===== src/rtl/hpg_pkg.sv =====
// package for the ham palette grey converter
// holds geometry, command, ham, grey method, config codes and reciprocals
// no dependencies
package hpg_pkg;

    // palette store geometry
    localparam int PAL_ENTRIES = 32;
    localparam int PAL_AW      = 5;
    localparam int COLOR_W     = 12;

    // item commands
    typedef enum logic [0:0] {
        CMD_LOAD  = 1'b0,
        CMD_PIXEL = 1'b1
    } t_cmd;

    // hold-and-modify actions, top two code bits
    typedef enum logic [1:0] {
        HAM_SET   = 2'b00,
        HAM_BLUE  = 2'b01,
        HAM_RED   = 2'b10,
        HAM_GREEN = 2'b11
    } t_ham_op;

    // grey reduction methods
    typedef enum logic [2:0] {
        GREY_AVG   = 3'd0,
        GREY_LUMA  = 3'd1,
        GREY_NEAR  = 3'd2,
        GREY_RED   = 3'd3,
        GREY_GREEN = 3'd4,
        GREY_BLUE  = 3'd5
    } t_grey_method;

    // configuration register indexes
    typedef enum logic [1:0] {
        CFG_GREY_METHOD   = 2'd0,
        CFG_HAM_MODE      = 2'd1,
        CFG_PALETTE_COUNT = 2'd2
    } t_cfg_index;

    // reciprocal multipliers: x/3 for x < 128, x/100 for x < 4096
    localparam logic [5:0]  RECIP3   = 6'd43;
    localparam int          RECIP3_SH = 7;
    localparam logic [10:0] RECIP100 = 11'd1311;
    localparam int          RECIP100_SH = 17;

endpackage


===== src/rtl/ham_palette_grey_converter.sv =====
// top level of the ham palette grey converter
// palette memory, held colour, grey reduction and output register
// depends on hpg_pkg
//
// usage
// - input channel (i_in_valid / o_in_stall) takes load and pixel transactions;
//   a load writes one palette entry, a pixel yields one grey level
// - output channel (o_out_valid / i_out_stall) delivers grey levels in order
// - configuration channel (i_cfg_valid / o_cfg_ready) is always ready; the
//   user must write it only while the block is idle; the block does not enforce this
// - a load needs no further step; a pixel holds the input through the
//   registered palette memory read and the colour resolve step
//   that also updates the held colour, after which the input is free again
// - a pixel passes the resolve stage, grey stage and output register to
//   o_out_valid; a stage waits while the next is full and stalled, and a new
//   pixel is not taken until the held-colour read-modify-write is done
// - reset clears configuration, the held colour and the palette valid bits,
//   so every entry reads as black until loaded; no clearing pass is needed
// - when the receiver stalls, the result holds in the output register, one
//   more waits in the grey stage, a pixel in resolve and o_in_stall stays high
module ham_palette_grey_converter (
    input  logic                    i_clk,
    input  logic                    i_rst_n,
    // input channel
    input  logic                    i_in_valid,
    output logic                    o_in_stall,
    input  logic                    i_cmd,
    input  logic [4:0]              i_entry_index,
    input  logic [7:0]              i_red_in,
    input  logic [7:0]              i_green_in,
    input  logic [7:0]              i_blue_in,
    input  logic [5:0]              i_pixel_code,
    input  logic                    i_row_start,
    // output channel
    output logic                    o_out_valid,
    input  logic                    i_out_stall,
    output logic [4:0]              o_grey_level,
    // configuration channel
    input  logic                    i_cfg_valid,
    output logic                    o_cfg_ready,
    input  logic [1:0]              i_cfg_index,
    input  logic [5:0]              i_cfg_data
);
    import hpg_pkg::*;

    // configuration registers
    logic [2:0]  r_grey_method;
    logic        r_ham_mode;
    logic [5:0]  r_palette_count;

    // palette memory and per-entry valid bits
    logic [COLOR_W-1:0]     r_pal_mem [0:PAL_ENTRIES-1];
    logic [PAL_ENTRIES-1:0] r_pal_vld;
    logic [COLOR_W-1:0]     r_rd_data;
    logic                   r_rd_ok;

    // resolve stage: pixel waiting for its memory data
    logic        r_a_valid;
    logic [5:0]  r_a_code;
    logic        r_a_row;

    // held colour
    logic [3:0]  r_held_r, r_held_g, r_held_b;

    // grey stage
    logic        r_b_valid;
    logic [3:0]  r_b_r, r_b_g, r_b_b;
    logic [5:0]  r_b_sum;
    logic [10:0] r_b_luma;

    // output register
    logic        r_out_valid;
    logic [4:0]  r_out_grey;

    // handshake and flow
    logic in_acc, out_free, b_move, b_free, a_move;
    logic is_load, is_pixel;
    logic [PAL_AW-1:0] rd_addr;
    logic [5:0] wr_idx_ext, rd_idx_ext;

    assign o_in_stall  = r_a_valid;
    assign o_cfg_ready = 1'b1;
    assign in_acc      = i_in_valid && !r_a_valid;
    assign is_load     = in_acc && (i_cmd == CMD_LOAD);
    assign is_pixel    = in_acc && (i_cmd == CMD_PIXEL);
    assign out_free    = !r_out_valid || !i_out_stall;
    assign b_move      = r_b_valid && out_free;
    assign b_free      = !r_b_valid || out_free;
    assign a_move      = r_a_valid && b_free;

    // read address: low nibble in ham mode, low five bits otherwise
    assign rd_addr    = r_ham_mode ? {1'b0, i_pixel_code[3:0]} : i_pixel_code[PAL_AW-1:0];
    assign wr_idx_ext = {1'b0, i_entry_index};
    assign rd_idx_ext = {1'b0, rd_addr};

    // configuration writes
    always_ff @(posedge i_clk) begin
        if (!i_rst_n) begin
            r_grey_method   <= GREY_AVG;
            r_ham_mode      <= 1'b0;
            r_palette_count <= '0;
        end else if (i_cfg_valid && o_cfg_ready) begin
            case (i_cfg_index)
                CFG_GREY_METHOD:   r_grey_method   <= i_cfg_data[2:0];
                CFG_HAM_MODE:      r_ham_mode      <= i_cfg_data[0];
                CFG_PALETTE_COUNT: r_palette_count <= i_cfg_data;
                default:           ;
            endcase
        end
    end

    // palette memory: one write port, one registered read port
    always_ff @(posedge i_clk) begin
        if (is_load && (wr_idx_ext < 6'(PAL_ENTRIES))) begin
            r_pal_mem[i_entry_index] <= {i_red_in[7:4], i_green_in[7:4], i_blue_in[7:4]};
        end
        if (is_pixel) begin
            r_rd_data <= r_pal_mem[rd_addr];
        end
    end

    // valid bits and read qualifier
    always_ff @(posedge i_clk) begin
        if (!i_rst_n) begin
            r_pal_vld <= '0;
            r_rd_ok   <= 1'b0;
        end else begin
            if (is_load && (wr_idx_ext < 6'(PAL_ENTRIES))) begin
                r_pal_vld[i_entry_index] <= 1'b1;
            end
            if (is_pixel) begin
                r_rd_ok <= (rd_idx_ext < 6'(PAL_ENTRIES)) && r_pal_vld[rd_addr];
            end
        end
    end

    // pixel fields for the resolve step
    always_ff @(posedge i_clk) begin
        if (is_pixel) begin
            r_a_code <= i_pixel_code;
            r_a_row  <= i_row_start;
        end
    end

    // colour resolve: row start clear, then palette or hold-and-modify
    logic [COLOR_W-1:0] entry;
    logic [3:0] base_r, base_g, base_b;
    logic [3:0] n_held_r, n_held_g, n_held_b;
    logic [3:0] col_r, col_g, col_b;
    logic [5:0] n_sum;
    logic [10:0] n_luma;

    always_comb begin
        entry  = r_rd_ok ? r_rd_data : '0;
        base_r = r_a_row ? 4'd0 : r_held_r;
        base_g = r_a_row ? 4'd0 : r_held_g;
        base_b = r_a_row ? 4'd0 : r_held_b;
        n_held_r = base_r;
        n_held_g = base_g;
        n_held_b = base_b;
        if (r_ham_mode) begin
            case (r_a_code[5:4])
                HAM_SET: begin
                    n_held_r = entry[11:8];
                    n_held_g = entry[7:4];
                    n_held_b = entry[3:0];
                end
                HAM_BLUE:  n_held_b = r_a_code[3:0];
                HAM_RED:   n_held_r = r_a_code[3:0];
                HAM_GREEN: n_held_g = r_a_code[3:0];
                default:   ;
            endcase
            col_r = n_held_r;
            col_g = n_held_g;
            col_b = n_held_b;
        end else begin
            col_r = entry[11:8];
            col_g = entry[7:4];
            col_b = entry[3:0];
        end
        n_sum  = 6'(col_r) + 6'(col_g) + 6'(col_b);
        n_luma = 11'(col_r) * 11'd30 + 11'(col_g) * 11'd59 + 11'(col_b) * 11'd11;
    end

    // resolve stage control, held colour and grey stage registers
    always_ff @(posedge i_clk) begin
        if (!i_rst_n) begin
            r_a_valid <= 1'b0;
            r_b_valid <= 1'b0;
            r_held_r  <= '0;
            r_held_g  <= '0;
            r_held_b  <= '0;
        end else begin
            if (is_pixel) begin
                r_a_valid <= 1'b1;
            end else if (a_move) begin
                r_a_valid <= 1'b0;
            end
            if (a_move) begin
                r_b_valid <= 1'b1;
                r_held_r  <= n_held_r;
                r_held_g  <= n_held_g;
                r_held_b  <= n_held_b;
            end else if (b_move) begin
                r_b_valid <= 1'b0;
            end
        end
    end

    always_ff @(posedge i_clk) begin
        if (a_move) begin
            r_b_r    <= col_r;
            r_b_g    <= col_g;
            r_b_b    <= col_b;
            r_b_sum  <= n_sum;
            r_b_luma <= n_luma;
        end
    end

    // grey reduction
    logic [11:0] avg_prod, near_prod;
    logic [21:0] luma_prod;
    logic [4:0]  near_round, near_top, n_grey;

    always_comb begin
        avg_prod   = 12'(r_b_sum) * 12'(RECIP3);
        near_prod  = 12'(r_b_sum + 6'd1) * 12'(RECIP3);
        luma_prod  = 22'(r_b_luma) * 22'(RECIP100);
        // nearest level is the rounded third of the sum, ties low, capped
        near_round = near_prod[RECIP3_SH +: 5];
        near_top   = 5'(r_palette_count - 6'd1);
        case (r_grey_method)
            GREY_AVG:   n_grey = avg_prod[RECIP3_SH +: 5];
            GREY_LUMA:  n_grey = luma_prod[RECIP100_SH +: 5];
            GREY_NEAR: begin
                if (r_palette_count == 6'd0) begin
                    n_grey = 5'd0;
                end else if ({1'b0, near_round} >= r_palette_count) begin
                    n_grey = near_top;
                end else begin
                    n_grey = near_round;
                end
            end
            GREY_RED:   n_grey = {1'b0, r_b_r};
            GREY_GREEN: n_grey = {1'b0, r_b_g};
            GREY_BLUE:  n_grey = {1'b0, r_b_b};
            default:    n_grey = 5'd0;
        endcase
    end

    // output register
    always_ff @(posedge i_clk) begin
        if (!i_rst_n) begin
            r_out_valid <= 1'b0;
        end else if (b_move) begin
            r_out_valid <= 1'b1;
        end else if (!i_out_stall) begin
            r_out_valid <= 1'b0;
        end
    end

    always_ff @(posedge i_clk) begin
        if (b_move) begin
            r_out_grey <= n_grey;
        end
    end

    assign o_out_valid  = r_out_valid;
    assign o_grey_level = r_out_grey;

endmodule


===== config.mk =====
export PLATFORM = sky130hd
export DESIGN_NAME = ham_palette_grey_converter
export DESIGN_NICKNAME = d
export VERILOG_FILES = /design/src/rtl/hpg_pkg.sv /design/src/rtl/ham_palette_grey_converter.sv
export SDC_FILE = /design/constraint.sdc
export NUM_CORES = 1
export LEC_CHECK = 0
export ABC_AREA = 0
export BUFFER_PORTS_ARGS = -buffer_cell sky130_fd_sc_hd__buf_2
export CORE_ASPECT_RATIO = 1.2
export CORE_UTILIZATION = 60
export CTS_CLUSTER_SIZE = 8
export DETAILED_ROUTE_END_ITERATION = 6
export GPL_TIMING_DRIVEN = 0
export PLACE_DENSITY = 0.77
export SLEW_MARGIN = 20
export SYNTH_ARGS = -nofsm -noshare
export SYNTH_HDL_FRONTEND = slang
export SYNTH_SLANG_ARGS = --single-unit

===== constraint.sdc =====
create_clock -name i_clk -period 21.6 [get_ports i_clk]
set_input_delay 3.24 -clock i_clk [delete_from_list [all_inputs] [get_ports i_clk]]
set_output_delay 3.24 -clock i_clk [all_outputs]
set_load 0.005 [all_outputs]

==> summary.txt <==
Setup path
  – Critical R2R Launch: r_a_code[4]$_DFFE_PP_
  – Worst flop-to-flop path endpoint: r_b_luma[10]$_DFFE_PP_
  – Critical path origin: r_a_code[4]$_DFFE_PP_
  – Top cell by count, worst path: inv_1
  – Reg-to-reg slack, setup: 14.27 ns
  – Setup Crit Path Kind: flop to flop
  – R2R depth: 29
  – Crit. End Element: flop
  – Worst setup SP type: flop
  – Worst-path fanout max: 10
  – CP arrival: 7.67 ns
  – Slowest stage delay, CP: 0.53 ns
  – CP max-delay cell: fa_1
  – Worst Path Required: 21.94 ns

Clocking
  – TritonCTS Buffers: 72
  – Clk Latency, worst-skew pair: 0.60 ns
  – TritonCTS clock tree: built
  – Cts repair resizes: 0
  – Hold-fix buffers, CTS: 0
  – H-tree Lvls: 3
  – Num Clock Sinks: 495
  – Clk slew on worst S/H paths: 0.05 ns
  – Max clock buf depth: 3
  – Clk root buf: clkbuf_16
  – # Post-CTS Setup Buffers: 0

Synth
  – Avg Cell Area, Syn: 15.8 um^2
  – Syn nets: 1891
  – Register area share after synthesis: 0.572
  – Synth top area cells: edfxtp_1 53%, mux4_2 12%, ha_1 9.3%, fa_1 6.4%, dfxtp_1 4.7%
  – Synth Area in Compound Gates: 0.0474
  – Fraction of registers with async set/reset: 0
  – Post-synth top flop: edfxtp_1
  – #FFs+latches synth: 495
  – XOR/XNOR Fraction of Synth Area: 0.0130
  – Synth Area in Adders: 0.157
  – Mapped Cells: 1575
  – Post-Synthesis Cell Area: 0.0250 mm^2
  – Simple-gate share of the synthesized area: 0.0402
  – Yosys top cell area share: 0.526
  – Yosys cell types: 59
  – Area leader, netlist: edfxtp_1
  – Largest family of logic cells by synthesized area: adder cells
  – Multiplexer share of the synthesized area: 0.131
  – Synth warn: 0
  – Post-synth EDFFs: 437

Power
  – Register share of total power: 0.433
  – Sw Share: 0.256
  – Max VDD drop: 0.0866 mV
  – Leakage: 10.7 nW
  – Internal power: 0.00183 W
  – Switching pwr: 0.000630 W
  – Clock network power share: 0.417
  – Power Dens Cells: 87.6 mW/mm^2
  – Combinational power share: 0.150

Placed design
  – DP HPWL: 35900 um
  – Cell Area, Placed: 0.0260 mm^2
  – I/O Buffers: 43
  – Routability congestion estimate: 0.968
  – Placed Cells incl. Taps: 2159

Cells and area
  – Share of cells above drive strength 1: 0.183
  – Antenna cells: 0
  – Nets: 2010
  – Layout Cells excl Fill: 2272
  – Most frequent cells in the layout: 437 x edfxtp_1, 186 x inv_1, 186 x ha_1
  – Post-layout instance area: 0.0280 mm^2
  – Commonest non-fill, non-tap cell in the layout: edfxtp_1
  – Area Overhead vs Synth: 12.3%

Hold path
  – Hold path depth: 2
  – Worst Hold Path EP: r_held_r[3]$_SDFFE_PN0P_
  – Hold_sp: r_held_r[3]$_SDFFE_PN0P_
  – Class of the worst hold path: flop to flop

Global routing
  – Number of global-route vias before repair: 14.5k
  – Largest net degree at the start of global routing: 34
  – Initial antenna violation count: 1
  – Total GRT Usage: 0.263
  – Overflow after GRT: 0
  – First-pass GRT wire length: 82300 um

Route
  – Post-route ant nets: 0
  – Drt via density: 6.06
  – Via count: 13.8k
  – Post-Route WL: 52800 um
  – Drt wl/cell: 23.2 um
  – Initial DRC count: 895
  – 1st-pass router iterations: 6
  – DRC: 0

STA
  – Setup TNS: 0 ns
  – Worst-Margin Slew: 1.03 ns
  – Max Clock Skew: 0.0345 ns
  – Tmin final: 7.33 ns
  – Fmax: 136 MHz
  – Share of the clock period used by the worst path: 0.339
  – Worst hold margin: 0.458 ns
  – Fin. Hold Viols: 0
  – RSZ-0062 raised after global routing: no
  – Final setup vio count: 0
  – Normalized max-slew margin: 0.312
  – Max-slew violation count: 0

Job
  – Max Cap Viol: 0

Floorplan
  – CORE AREA: 0.0408 mm^2
  – Die width: 188 um
  – Die H: 225 um
  – Die area: 0.0424 mm^2
  – Std-Cell Rows: 81
  – Top-Level Pins: 58
  – Initial Util: 0.611

Outcome
  – Status: finished, final reports clean
-- final cells by class --
cell class              instances  area [um^2]
multi-input cells             841         9800
plain buffers                  53          263
well taps                     539          674
clock buffers                 105         1930
inverters                     186          698
clock inverters                 8          135
repair buffers                 45          246
fillers                      2739        12800
flip-flops and latches        495        14300
-- logic make-up after synthesis --
kind of cell,after synthesis
flip-flops,495
adder cells (fa/ha/maj),266
buffers and inverters,239
AND/OR/NAND/NOR,202
AO/OA/AOI/OAI,172
multiplexers,163
XOR/XNOR,37
other,1
-- flip-flops by register name, indices dropped and copies added, names as in the netlist, 3 cells and up --
name and flops:
r_pal_mem 384, r_pal_vld 32, r_rd_data 12, r_b_luma 11, r_a_code 6, r_b_sum 6
r_palette_count 6, o_grey_level 5, r_b_b 4, r_b_g 4, r_b_r 4, r_held_b 4
r_held_g 4, r_held_r 4, r_grey_method 3
-- critical path, delay by kind of cell, from the launching register on --
family	cells	cell delay (ns)
compound gates	5	1.03
fa+ha+maj	9	3.87
flops	1	0.37
simple gates	5	0.80
xor+xnor	1	0.16
buf+inv	9	0.85
-- power by group through the flow --
stage / Sequential [W] / Clock [W] / Combinational, W
after floorplan: 0.00108 / 0 / 0.000268
after global placement: 0.00108 / 0 / 0.000354
after detailed placement: 0.00108 / 0 / 0.000369
after CTS: 0.00106 / 0.00103 / 0.000372
after global routing: 0.00106 / 0.00108 / 0.000421
final: 0.00106 / 0.00102 / 0.000368
-- layer usage --
metal / track usage / wire length, um / vias up
met5: 0 / 0 / -
met4: 0.124 / 2170 / 0
met3: 0.0397 / 3080 / 117
met2: 0.456 / 26900 / 460
met1: 0.325 / 20700 / 7030
li1: - / - / 6157
-- how the worst max path moves through the flow --
stage | endpoint
global placement | r_b_luma[10]$_DFFE_PP_
finish | r_b_luma[10]$_DFFE_PP_
detailed placement | r_b_luma[10]$_DFFE_PP_
CTS | r_b_luma[10]$_DFFE_PP_
global route | r_b_luma[10]$_DFFE_PP_
floorplan | r_b_luma[10]$_DFFE_PP_
-- cells in the mapped netlist (3+ instances only) --
master and count:
o21ai_0 14, xor2_1 14, nand3b_1 9, edfxtp_1 437, xnor2_1 23, a22oi_1 13
a31oi_1 3, buf_6 7, a21o_1 10, dfxtp_1 58, mux2i_1 19, mux2_2 12
clkbuf_1 38, and3_1 5, inv_1 186, nand2b_1 6, a21oi_1 35, nand4_1 5
o21a_1 44, fa_1 80, o211ai_1 6, nor2b_1 33, nand3_1 11, and2_1 4
buf_2 5, nand2_1 52, nor2_1 53, ha_1 186, mux4_2 130, a32oi_1 7
a221oi_1 8, o221ai_1 3, o21ai_1 11, nor3_1 12
-- per-stage QoR --
stage / setup WS (ns) / power, W / util
floorplan: 14.83 / 0.00135 / -
global placement: 14.36 / 0.00144 / 0.633
detailed placement: 14.28 / 0.00145 / 0.636
CTS: 14.26 / 0.00247 / 0.686
global route: 13.86 / 0.00256 / 0.686
finish: 14.27 / 0.00246 / 0.686
No activity file was read; power rests on OpenSTA's default activity.
